<file path="config.mk">
export PLATFORM = sky130hd
export DESIGN_NAME = text_run_lru_cache_core
export DESIGN_NICKNAME = d
export VERILOG_FILES = /design/src/rtl/core/trlc_pkg.sv /design/src/rtl/core/trlc_ctrl.sv /design/src/rtl/core/trlc_dpath.sv /design/src/rtl/core/text_run_lru_cache_core.sv
export VERILOG_INCLUDE_DIRS = /design/src /design/src/rtl/core
export SDC_FILE = /design/constraint.sdc
export NUM_CORES = 2
export LEC_CHECK = 0
export BUFFER_PORTS_ARGS = -buffer_cell sky130_fd_sc_hd__buf_2
export CAP_MARGIN = 20
export CORE_UTILIZATION = 50
export CTS_CLUSTER_DIAMETER = 150
export DETAILED_ROUTE_END_ITERATION = 16
export HOLD_SLACK_MARGIN = 0.12
export PLACE_DENSITY = 0.67
export RECOVER_POWER = 50
export SLEW_MARGIN = 20
export SYNTH_ARGS = -nofsm -noshare
export SYNTH_HDL_FRONTEND = slang
export SYNTH_SLANG_ARGS = --single-unit
</file>
<file path="constraint.sdc">
create_clock -name clk -period 14.9 [get_ports clk]
set_clock_uncertainty 0.05 [all_clocks]
set_input_delay 2.98 -clock clk [delete_from_list [all_inputs] [get_ports clk]]
set_output_delay 2.98 -clock clk [all_outputs]
set_load 0.005 [all_outputs]
</file>
<file path="src/rtl/core/assert_macros.svh">
// assertion macros used by the rtl top level
`ifndef ASSERT_MACROS_SVH
`define ASSERT_MACROS_SVH

// property must hold at every clock edge outside reset
`define TRLC_ASSERT(lbl, clk, rstn, prop, msg) \
    lbl: assert property (@(posedge clk) disable iff (!rstn) (prop)) else $error(msg);

// condition must never be seen at a clock edge outside reset
`define TRLC_ASSERT_NEVER(lbl, clk, rstn, cond, msg) \
    lbl: assert property (@(posedge clk) disable iff (!rstn) !(cond)) else $error(msg);

`endif

</file>
<file path="src/rtl/core/trlc_pkg.sv">
// types and constants of the text run lru tag store
`default_nettype none

package trlc_pkg;

    localparam logic FUNC_LOOKUP = 1'b0;
    localparam logic FUNC_CLEAR  = 1'b1;

    localparam int SLOT_W  = 4;
    localparam int STAMP_W = 32;

    typedef struct packed {
        logic        func;
        logic [31:0] text_crc;
        logic [15:0] font_id;
        logic [7:0]  color_id;
        logic [15:0] text_length;
        logic        create_ok;
    } req_word_t;

    typedef struct packed {
        logic              hit;
        logic [SLOT_W-1:0] slot;
        logic              evicted;
        logic              present;
    } rsp_word_t;

    typedef struct packed {
        logic [31:0] key;
        logic [15:0] font;
        logic [7:0]  color;
        logic [15:0] length;
    } tag_t;

    typedef enum logic [2:0] {
        ST_IDLE,
        ST_SCAN,
        ST_DRAIN,
        ST_COMMIT,
        ST_CLEAR
    } state_t;

    typedef struct packed {
        logic load;
        logic scan_step;
        logic commit;
        logic clear;
    } ctrl_cmd_t;

    typedef struct packed {
        logic scan_last;
        logic out_free;
    } dp_status_t;

endpackage

`default_nettype wire

</file>
<file path="src/rtl/core/trlc_ctrl.sv">
// controller state machine of the text run lru tag store
`default_nettype none

module trlc_ctrl (
    input  wire logic                  clk,
    input  wire logic                  rst_n,
    input  wire logic                  req_valid,
    input  wire logic                  req_func,
    output logic                       req_ready,
    input  wire trlc_pkg::dp_status_t  status,
    output trlc_pkg::ctrl_cmd_t        cmd
);
    import trlc_pkg::*;

    state_t state_reg;
    state_t state_next;

    always_ff @(posedge clk or negedge rst_n)
    begin
        if (!rst_n)
        begin
            state_reg <= ST_IDLE;
        end
        else
        begin
            state_reg <= state_next;
        end
    end

    always_comb
    begin
        state_next = state_reg;
        unique case (state_reg)
            ST_IDLE:
            begin
                if (req_valid)
                begin
                    state_next = (req_func == FUNC_CLEAR) ? ST_CLEAR : ST_SCAN;
                end
            end
            ST_SCAN:
            begin
                if (status.scan_last)
                begin
                    state_next = ST_DRAIN;
                end
            end
            ST_DRAIN:
            begin
                state_next = ST_COMMIT;
            end
            ST_COMMIT, ST_CLEAR:
            begin
                if (status.out_free)
                begin
                    state_next = ST_IDLE;
                end
            end
            default:
            begin
                state_next = ST_IDLE;
            end
        endcase
    end

    always_comb
    begin
        req_ready     = 1'b0;
        cmd.load      = 1'b0;
        cmd.scan_step = 1'b0;
        cmd.commit    = 1'b0;
        cmd.clear     = 1'b0;
        unique case (state_reg)
            ST_IDLE:
            begin
                req_ready = 1'b1;
                cmd.load  = req_valid;
            end
            ST_SCAN:
            begin
                cmd.scan_step = 1'b1;
            end
            ST_DRAIN:
            begin
            end
            ST_COMMIT:
            begin
                cmd.commit = status.out_free;
            end
            ST_CLEAR:
            begin
                cmd.clear = status.out_free;
            end
            default:
            begin
            end
        endcase
    end

endmodule

`default_nettype wire

</file>
<file path="src/rtl/core/trlc_dpath.sv">
// datapath of the text run lru tag store: tag and stamp memories, scan, response
`default_nettype none

module trlc_dpath #(
    parameter int ENTRIES = 16
) (
    input  wire logic                  clk,
    input  wire logic                  rst_n,
    input  wire trlc_pkg::req_word_t   req_word,
    input  wire trlc_pkg::ctrl_cmd_t   cmd,
    output trlc_pkg::dp_status_t       status,
    output logic                       rsp_valid,
    input  wire logic                  rsp_ready,
    output trlc_pkg::rsp_word_t        rsp_word
);
    import trlc_pkg::*;

    localparam int IDX_W  = $clog2(ENTRIES);
    localparam int WIDE_W = (IDX_W > SLOT_W) ? IDX_W : SLOT_W;

    tag_t               tag_mem   [ENTRIES];
    logic [STAMP_W-1:0] stamp_mem [ENTRIES];

    req_word_t          req_reg;
    tag_t               req_tag;
    logic [IDX_W-1:0]   rd_addr_reg;
    logic [IDX_W-1:0]   rd_addr_next;
    logic               cmp_valid_reg;
    logic [IDX_W-1:0]   cmp_idx_reg;
    tag_t               tag_rd_reg;
    logic [STAMP_W-1:0] stamp_rd_reg;

    logic               hit_found_reg;
    logic               hit_found_next;
    logic [IDX_W-1:0]   hit_idx_reg;
    logic [IDX_W-1:0]   hit_idx_next;
    logic               empty_found_reg;
    logic               empty_found_next;
    logic [IDX_W-1:0]   victim_reg;
    logic [IDX_W-1:0]   victim_next;
    logic [STAMP_W-1:0] oldest_reg;
    logic [STAMP_W-1:0] oldest_next;

    logic [ENTRIES-1:0] valid_reg;
    logic [ENTRIES-1:0] valid_next;
    logic [STAMP_W-1:0] counter_reg;
    logic [STAMP_W-1:0] counter_next;
    logic [STAMP_W-1:0] counter_inc;

    logic               rsp_valid_reg;
    logic               rsp_valid_next;
    rsp_word_t          rsp_word_reg;
    rsp_word_t          rsp_word_next;

    logic               cmp_entry_valid;
    logic               cmp_match;
    logic               fill;
    logic               stamp_we;
    logic [IDX_W-1:0]   stamp_waddr;
    logic [WIDE_W-1:0]  slot_wide;

    assign req_tag.key    = req_reg.text_crc
                          ^ {8'd0, req_reg.font_id, 8'd0}
                          ^ {8'd0, req_reg.color_id, 16'd0};
    assign req_tag.font   = req_reg.font_id;
    assign req_tag.color  = req_reg.color_id;
    assign req_tag.length = req_reg.text_length;

    assign cmp_entry_valid = valid_reg[cmp_idx_reg];
    assign cmp_match       = cmp_entry_valid && (tag_rd_reg == req_tag);
    assign counter_inc     = counter_reg + STAMP_W'(1);
    assign fill            = cmd.commit && !hit_found_reg && req_reg.create_ok;
    assign stamp_we        = (cmd.commit && hit_found_reg) || fill;
    assign stamp_waddr     = hit_found_reg ? hit_idx_reg : victim_reg;

    assign status.scan_last = (rd_addr_reg == IDX_W'(ENTRIES - 1));
    assign status.out_free  = !rsp_valid_reg || rsp_ready;

    assign rsp_valid = rsp_valid_reg;
    assign rsp_word  = rsp_word_reg;

    // scan tracking: first hit, first empty slot, else lowest-index oldest stamp
    always_comb
    begin
        rd_addr_next     = cmd.scan_step ? rd_addr_reg + IDX_W'(1) : rd_addr_reg;
        hit_found_next   = hit_found_reg;
        hit_idx_next     = hit_idx_reg;
        empty_found_next = empty_found_reg;
        victim_next      = victim_reg;
        oldest_next      = oldest_reg;
        if (cmd.load)
        begin
            rd_addr_next     = '0;
            hit_found_next   = 1'b0;
            hit_idx_next     = '0;
            empty_found_next = 1'b0;
            victim_next      = '0;
            oldest_next      = '1;
        end
        else if (cmp_valid_reg)
        begin
            if (cmp_match && !hit_found_reg)
            begin
                hit_found_next = 1'b1;
                hit_idx_next   = cmp_idx_reg;
            end
            if (!empty_found_reg)
            begin
                if (!cmp_entry_valid)
                begin
                    empty_found_next = 1'b1;
                    victim_next      = cmp_idx_reg;
                end
                else if (stamp_rd_reg < oldest_reg)
                begin
                    oldest_next = stamp_rd_reg;
                    victim_next = cmp_idx_reg;
                end
            end
        end
    end

    always_comb
    begin
        valid_next    = valid_reg;
        counter_next  = counter_reg;
        rsp_word_next = rsp_word_reg;
        slot_wide     = WIDE_W'(hit_found_reg ? hit_idx_reg : victim_reg);
        if (cmd.clear)
        begin
            valid_next    = '0;
            counter_next  = '0;
            rsp_word_next = '0;
        end
        else if (cmd.commit)
        begin
            rsp_word_next.slot = slot_wide[SLOT_W-1:0];
            if (hit_found_reg)
            begin
                counter_next          = counter_inc;
                rsp_word_next.hit     = 1'b1;
                rsp_word_next.evicted = 1'b0;
                rsp_word_next.present = 1'b1;
            end
            else
            begin
                valid_next[victim_reg] = req_reg.create_ok;
                if (req_reg.create_ok)
                begin
                    counter_next = counter_inc;
                end
                rsp_word_next.hit     = 1'b0;
                rsp_word_next.evicted = valid_reg[victim_reg];
                rsp_word_next.present = req_reg.create_ok;
            end
        end
    end

    always_comb
    begin
        rsp_valid_next = rsp_valid_reg;
        if (cmd.commit || cmd.clear)
        begin
            rsp_valid_next = 1'b1;
        end
        else if (rsp_ready)
        begin
            rsp_valid_next = 1'b0;
        end
    end

    always_ff @(posedge clk or negedge rst_n)
    begin
        if (!rst_n)
        begin
            rd_addr_reg     <= '0;
            cmp_valid_reg   <= 1'b0;
            hit_found_reg   <= 1'b0;
            empty_found_reg <= 1'b0;
            valid_reg       <= '0;
            counter_reg     <= '0;
            rsp_valid_reg   <= 1'b0;
        end
        else
        begin
            rd_addr_reg     <= rd_addr_next;
            cmp_valid_reg   <= cmd.scan_step;
            hit_found_reg   <= hit_found_next;
            empty_found_reg <= empty_found_next;
            valid_reg       <= valid_next;
            counter_reg     <= counter_next;
            rsp_valid_reg   <= rsp_valid_next;
        end
    end

    always_ff @(posedge clk)
    begin
        if (cmd.load)
        begin
            req_reg <= req_word;
        end
        hit_idx_reg  <= hit_idx_next;
        victim_reg   <= victim_next;
        oldest_reg   <= oldest_next;
        rsp_word_reg <= rsp_word_next;
    end

    // tag and stamp memories: one read and one write port each
    always_ff @(posedge clk)
    begin
        if (cmd.scan_step)
        begin
            tag_rd_reg   <= tag_mem[rd_addr_reg];
            stamp_rd_reg <= stamp_mem[rd_addr_reg];
            cmp_idx_reg  <= rd_addr_reg;
        end
        if (fill)
        begin
            tag_mem[victim_reg] <= req_tag;
        end
        if (stamp_we)
        begin
            stamp_mem[stamp_waddr] <= counter_inc;
        end
    end

endmodule

`default_nettype wire

</file>
<file path="src/rtl/core/text_run_lru_cache_core.sv">
// top level of the text run lru tag store
`default_nettype none

// Fully associative tag store for cached text runs with least-recently-used
// replacement. A lookup word is accepted in the idle state; the scan state then
// walks the entries one a cycle through the single read port of the tag and
// stamp memories, the drain state compares the last entry, and the commit state
// writes the stamp or the refilled tag and loads the response register. No new
// word is accepted before that commit. An accepted clear goes to the clear
// state, which clears the valid bits and loads the response register.
// The commit and clear steps wait while the response register still holds an
// untaken word. Valid bits are flip-flops cleared by reset; the memories need
// no clearing pass.
module text_run_lru_cache_core #(
    parameter int ENTRIES = 16
) (
    input  wire logic                clk,
    input  wire logic                rst_n,
    input  wire logic                req_valid,
    output logic                     req_ready,
    input  wire trlc_pkg::req_word_t req_word,
    output logic                     rsp_valid,
    input  wire logic                rsp_ready,
    output trlc_pkg::rsp_word_t      rsp_word
);
    import trlc_pkg::*;

    ctrl_cmd_t  cmd;
    dp_status_t status;

    trlc_ctrl u_ctrl (
        .clk       (clk),
        .rst_n     (rst_n),
        .req_valid (req_valid),
        .req_func  (req_word.func),
        .req_ready (req_ready),
        .status    (status),
        .cmd       (cmd)
    );

    trlc_dpath #(
        .ENTRIES (ENTRIES)
    ) u_dpath (
        .clk       (clk),
        .rst_n     (rst_n),
        .req_word  (req_word),
        .cmd       (cmd),
        .status    (status),
        .rsp_valid (rsp_valid),
        .rsp_ready (rsp_ready),
        .rsp_word  (rsp_word)
    );

`include "assert_macros.svh"

    `TRLC_ASSERT(a_busy_after_accept, clk, rst_n,
        (req_valid && req_ready) |=> !req_ready, "accepted word did not make the block busy")
    `TRLC_ASSERT(a_rsp_from_cmd, clk, rst_n,
        $rose(rsp_valid) |-> $past(cmd.commit || cmd.clear), "response without commit or clear")
    `TRLC_ASSERT(a_no_overwrite, clk, rst_n,
        (cmd.commit || cmd.clear) |-> (!rsp_valid || rsp_ready), "response register overwritten")
    `TRLC_ASSERT_NEVER(a_single_cmd, clk, rst_n,
        cmd.commit && cmd.clear, "commit and clear issued together")

endmodule

`default_nettype wire

</file>
Word-level counts from Yosys, hierarchy flattened
Memory sizes are Yosys's and may differ from the RTL's. A register that Yosys moved wholly into a read port is not among the register bits.
Index checks and enable logic that the tools add are counted.

word-level totals
  bits in writable memories = 1,664
  register bits = 183
  logic and storage cells = 113
  input port bits = 78
  memories kept = 2

memories
  name               depth  width  rd ports  clocked after Yosys merged registers in  write ports  RTL line          source
  u_dpath.tag_mem    16     72     1         1                                        1            trlc_dpath.sv:21  tag_t tag_mem [ENTRIES];
  u_dpath.stamp_mem  16     32     1         1                                        1            trlc_dpath.sv:22  logic [STAMP_W-1:0] stamp_mem [ENTRIES];

operators by class
  bitwise logic cells = 3
  $add $sub $neg = 2
  eq/ne operators = 11
  muxes and demuxes = 44
  reduce and logical (&&, ||, !) cells = 26
  $lt $le $gt $ge = 4

operators by type and width
  kind                                                                                 number
  32-bit 2-to-1 mux                                                                    4
  72-bit equality test                                                                 1
  32-bit by 24-bit bitwise XOR with 32-bit output                                      2
  16-bit 2-to-1 mux                                                                    3
  32-bit by 1-bit adder with 32-bit output, second input constant                      1
  32-bit less-than comparator                                                          1
  1-bit 2-to-1 mux                                                                     22
  4-bit 2-to-1 mux                                                                     5
  16-bit bitwise mux                                                                   1
  3-bit 2-to-1 mux                                                                     4
  3-bit one-hot mux with 4 select lines                                                1
  4-bit by 5-bit less-than comparator with 1-bit output, second input constant         2
  2-bit nonzero test                                                                   5
  1-bit binary-select mux with 4-bit select                                            2
  2-bit AND reduction                                                                  4
  3-bit by 2-bit equality test with 1-bit output, second input constant                2
  1-bit logical AND                                                                    6
  2-bit != test, second input constant                                                 3
  3-bit AND reduction                                                                  2
  4-bit by 1-bit adder with 4-bit output, second input constant                        1
  1-bit demux with 4-bit select                                                        1
  4-bit equality test, second input constant                                           1
  4-bit by 1-bit greater-or-equal comparator with 1-bit output, second input constant  1
  2-bit by 1-bit != test with 1-bit output, second input constant                      2
  other kinds (10)                                                                     13

Depth between registers and ports, before layout
  depth in word-level cells = 8
  depth in mapped cells = 10
  mapped depth without buffers = 8

By module
From an unflattened synthesis, not the netlist that was laid out.

second synthesis, totals
  cell total of the unflattened synthesis = 3,382
  area total of the unflattened synthesis = 75,297.2 µm²

modules (own cells, without submodules)
  module      instances  seq. area each (µm²)  cells an instance  area each (µm²)
  trlc_dpath  1          57,745.4              3,364              75,102.0
  trlc_ctrl   1          75.1                  18                 195.2

Worst setup path after synthesis
No wires, ideal clock.

  path kind = register to register
  from = register u_ctrl.state_reg[2]
  to = register u_dpath.rd_addr_reg[3]
  cell stages (with the launch flop) = 6
  library setup time = 0.180 ns
  slack = 4.939 ns
  arrival = 9.731 ns
  cell sequence = dfrtp_1 -> clkbuf_1 -> nor3b_1 -> nand4_1 -> xor2_1 -> nor2_1

RTL lines
  element                   RTL line           source
  start: declaration        trlc_ctrl.sv:15    state_t state_reg;
  start signal: assignment  trlc_ctrl.sv:26    state_reg <= state_next;
  end signal: assignment    trlc_dpath.sv:186  rd_addr_reg <= rd_addr_next;
  end: declaration          trlc_dpath.sv:26   logic [IDX_W-1:0] rd_addr_reg;

==> metrics.txt <==
status=complete, but fails checks; failing checks=capacitance limit, slew limit; average instance area after synthesis=21.9 um2; CP Launch Type=flop; Distinct cells, synth=63; number of hold buffers added after cts=0; Overall Global Routing Usage=22.3%; slowest library cell on the worst path=clkbuf_1; vias per cell=6.09; floorplan die area=~150000 um2; iteration count of the initial detailed-routing pass=5; fin. max-slew vios=472; CTS sink cnt=1951; area of the core=around 150000 um2; Most Frequent Cell on Critical Path=clkbuf_1; fraction of final layout cells with drive strength greater than 1=roughly a quarter; Antenna Violating Nets Remaining=0; Seq/Total Area, Yosys=76.5%; Hold Path Depth=2; crit path time final=7.49 ns; count of cells resized by post-cts repair=0; Final period util=50.3%; count of pins on the block boundary=87; startpoint of the worst-slack reg-to-reg timing path=u_ctrl.state_reg[0]$_DFFE_PN0P_; global-route wire length before repair=247 mm; flop-to-flop setup slack=approximately 7.4 ns; hold violation total from the final report=0; end point of the worst hold path=u_dpath.rsp_word[6]$_SDFFE_PP0P_; Worst Tran Pin Value=4.86 ns; vias in the first global route=between 30000 and 40000; clock latency on the worst-skew pair=0.83 ns; clock tree from TritonCTS=yes; aggregate negative setup slack=0 ns; worst relative slew slack=-224%; worst ir drop on vdd=between 0.00015 and 0.0002 V; PD cells=165 nW/um2; Clock Path Buffers=3; Post-Synthesis Net Count=between 3000 and 4000; maximum number of pins on one net before global-route repair=150; Area Overhead vs Synth=12.8%; flip-flop and latch area=57800 um2; clock root buffer=clkbuf_16; start point of the worst min-delay path=u_dpath.rsp_word[6]$_SDFFE_PP0P_; ordered list of cells on the worst path=nor3b_1 -> clkbuf_1 -> clkbuf_1 -> nand4_1 -> xor2_1 -> nor2_1; global placer's final weighted congestion=roughly 0.80; highest clock rate=0.133 GHz; TritonCTS buffer count=between 150 and 200; Post-synth top flop=edfxtp_1; count of filler cells inserted in the layout=~11000; number of storage elements in the synthesis netlist=1951; floorplan die height=391 um; global route total overflow=0; crit-path max FO=60; final routed DRC violation total=0; Row Count=142; critical path type=reg -> reg; highest cell delay on the worst timing path=3.26 ns; commonest cells after routing, fill and taps aside=edfxtp_1, mux4_2, clkbuf_16, clkbuf_1, nand2_1; Die X=391 um; number of DRC violations after detailed-routing iteration 0=3571; flip-flop count of the largest register after layout=approximately 1200; number of max-cap violations=13; Avg WL per Cell=around 29 um; number of enable-type register cells in the synthesized netlist=1845; commonest non-fill, non-tap cell in the layout=edfxtp_1; routed via count=~36000; fraction of registers with async set/reset=3.02%; placed instance area=between 70000 and 80000 um2; routed wire length=around 170 mm; number of warnings printed during yosys synthesis=0; effective utilization at floorplan=roughly half; post-synthesis instance area=75600 um2; area of the multi-input gates=17100 um2; CTS HTree Levels=4; detailed-placement wirelength estimate=96.8 mm; capturing point of the worst reg2reg path=u_dpath.rd_addr_reg[3]$_DFFE_PN0P_; Static Leak=27.9 nW; data required time at the worst endpoint=15.59 ns; clock edge transition at the registers on the reported setup and hold paths=0.06 ns; Hold/Removal Path Class=reg -> reg; post-synthesis cell count=about 3500; post-CTS setup repair buffer count=0; worst reg-to-reg path cell count=6; signal arrival time at the worst endpoint=8.19 ns; final count of negative-setup-slack endpoints=0; layout net count=~3800; setup repair after global routing missed its margin=false; initial antenna violation count=7; Buffers on Ports=86; Setup crit end kind=flop; Post-Layout Inst Area=85300 um2
critical path, delay by kind of cell, from the launching register on:
kind	cells	cell delay [ns]
DFF	1	0.55
buffers and inverters	2	5.63
xor gates and xnor gates	1	0.29
and+or+nand+nor	3	0.86
logic make-up after synthesis:
| family | share of synthesized area, % |
|---|---|
| XOR/XNOR | 1.51 |
| buffers and inverters | 1.15 |
| adder cells (fa/ha/maj) | 0.546 |
| AND/OR/NAND/NOR | 2.71 |
| multiplexers | 15.9 |
| flip-flops | 76.5 |
| AO/OA/AOI/OAI | 1.62 |
cell type report:
cell class / instances / area share, %
multi-input combinational: 1286 / 20.1
timing repair buffer: 193 / 1.43
antenna: 1 / 0.00293
clock inverter: 122 / 1.64
clock buffer: 229 / 5.87
sequential: 1951 / 67.8
inverter: 50 / 0.232
tap: 2016 / 2.96
where the power goes:
part	switching, mW	leakage (nW)	total (mW)	internal [mW]
sequential	0.294	18.9	6.71	6.42
clock	2.07	3.10	4.86	2.80
combinational	1.35	5.95	2.48	1.13
total	3.71	27.9	14.1	10.3
stage by stage:
| step | setup slack, ns | hold WS [ns] | total power, mW | instances | utilization [%] |
|---|---|---|---|---|---|
| after floorplan | 4.94 | 0.373 | 8.46 | 3457 | - |
| after global placement | 8.67 | 0.423 | 9.28 | 5487 | 52.6 |
| after detailed placement | 8.72 | 0.422 | 9.32 | 5493 | 52.7 |
| after CTS | 9.45 | 0.431 | 14.2 | 5844 | 57.0 |
| after global routing | 6.97 | 0.470 | 14.5 | 5847 | 56.9 |
| final | 7.41 | 0.419 | 14.1 | 5848 | 56.9 |
metal layers:
| layer | up-vias | share of wire (%) | routed length (um) | GRT usage, % |
|---|---|---|---|---|
| met5 | - | 0 | 0 | 0 |
| met4 | 0 | 2.2 | 3660 | 5.82 |
| met3 | 217 | 6.6 | 11000 | 3.11 |
| met2 | 1391 | 50 | 83600 | 36.5 |
| met1 | 19100 | 41 | 69400 | 31.8 |
| li1 | 14900 | - | - | - |
synth_stat cells (all sizes together), types with 47 or more instances:
cell type     n  share of area, %
edfxtp     1845                73
mux4        529                16
clkbuf      109              0.54
nand2        83              0.41
nor2         80              0.40
o21ai        74              0.50
xor2         70              0.81
buf          61              0.36
nor4         61              0.52
dfrtp        59               2.0
inv          49              0.24
dfxtp        47               1.2
how the worst max path moves through the flow:
stage,startpoint,end,slack (ns),depth (start not counted)
finish,u_ctrl.state_reg[0]$_DFFE_PN0P_,u_dpath.rd_addr_reg[3]$_DFFE_PN0P_,7.41,6
detailed placement,rsp_ready,u_dpath.tag_mem[13][11]$_DFFE_PP_,8.72,7
global placement,rsp_ready,u_dpath.tag_mem[15][11]$_DFFE_PP_,8.67,7
global route,u_ctrl.state_reg[0]$_DFFE_PN0P_,u_dpath.rd_addr_reg[3]$_DFFE_PN0P_,6.97,6
floorplan,u_ctrl.state_reg[2]$_DFFE_PN0P_,u_dpath.rd_addr_reg[3]$_DFFE_PN0P_,4.94,5
CTS,u_dpath.rd_addr_reg[0]$_DFFE_PN0P_,u_dpath.stamp_rd_reg[31]$_DFFE_PP_,9.45,5
Power figures use the tool's default switching activity.
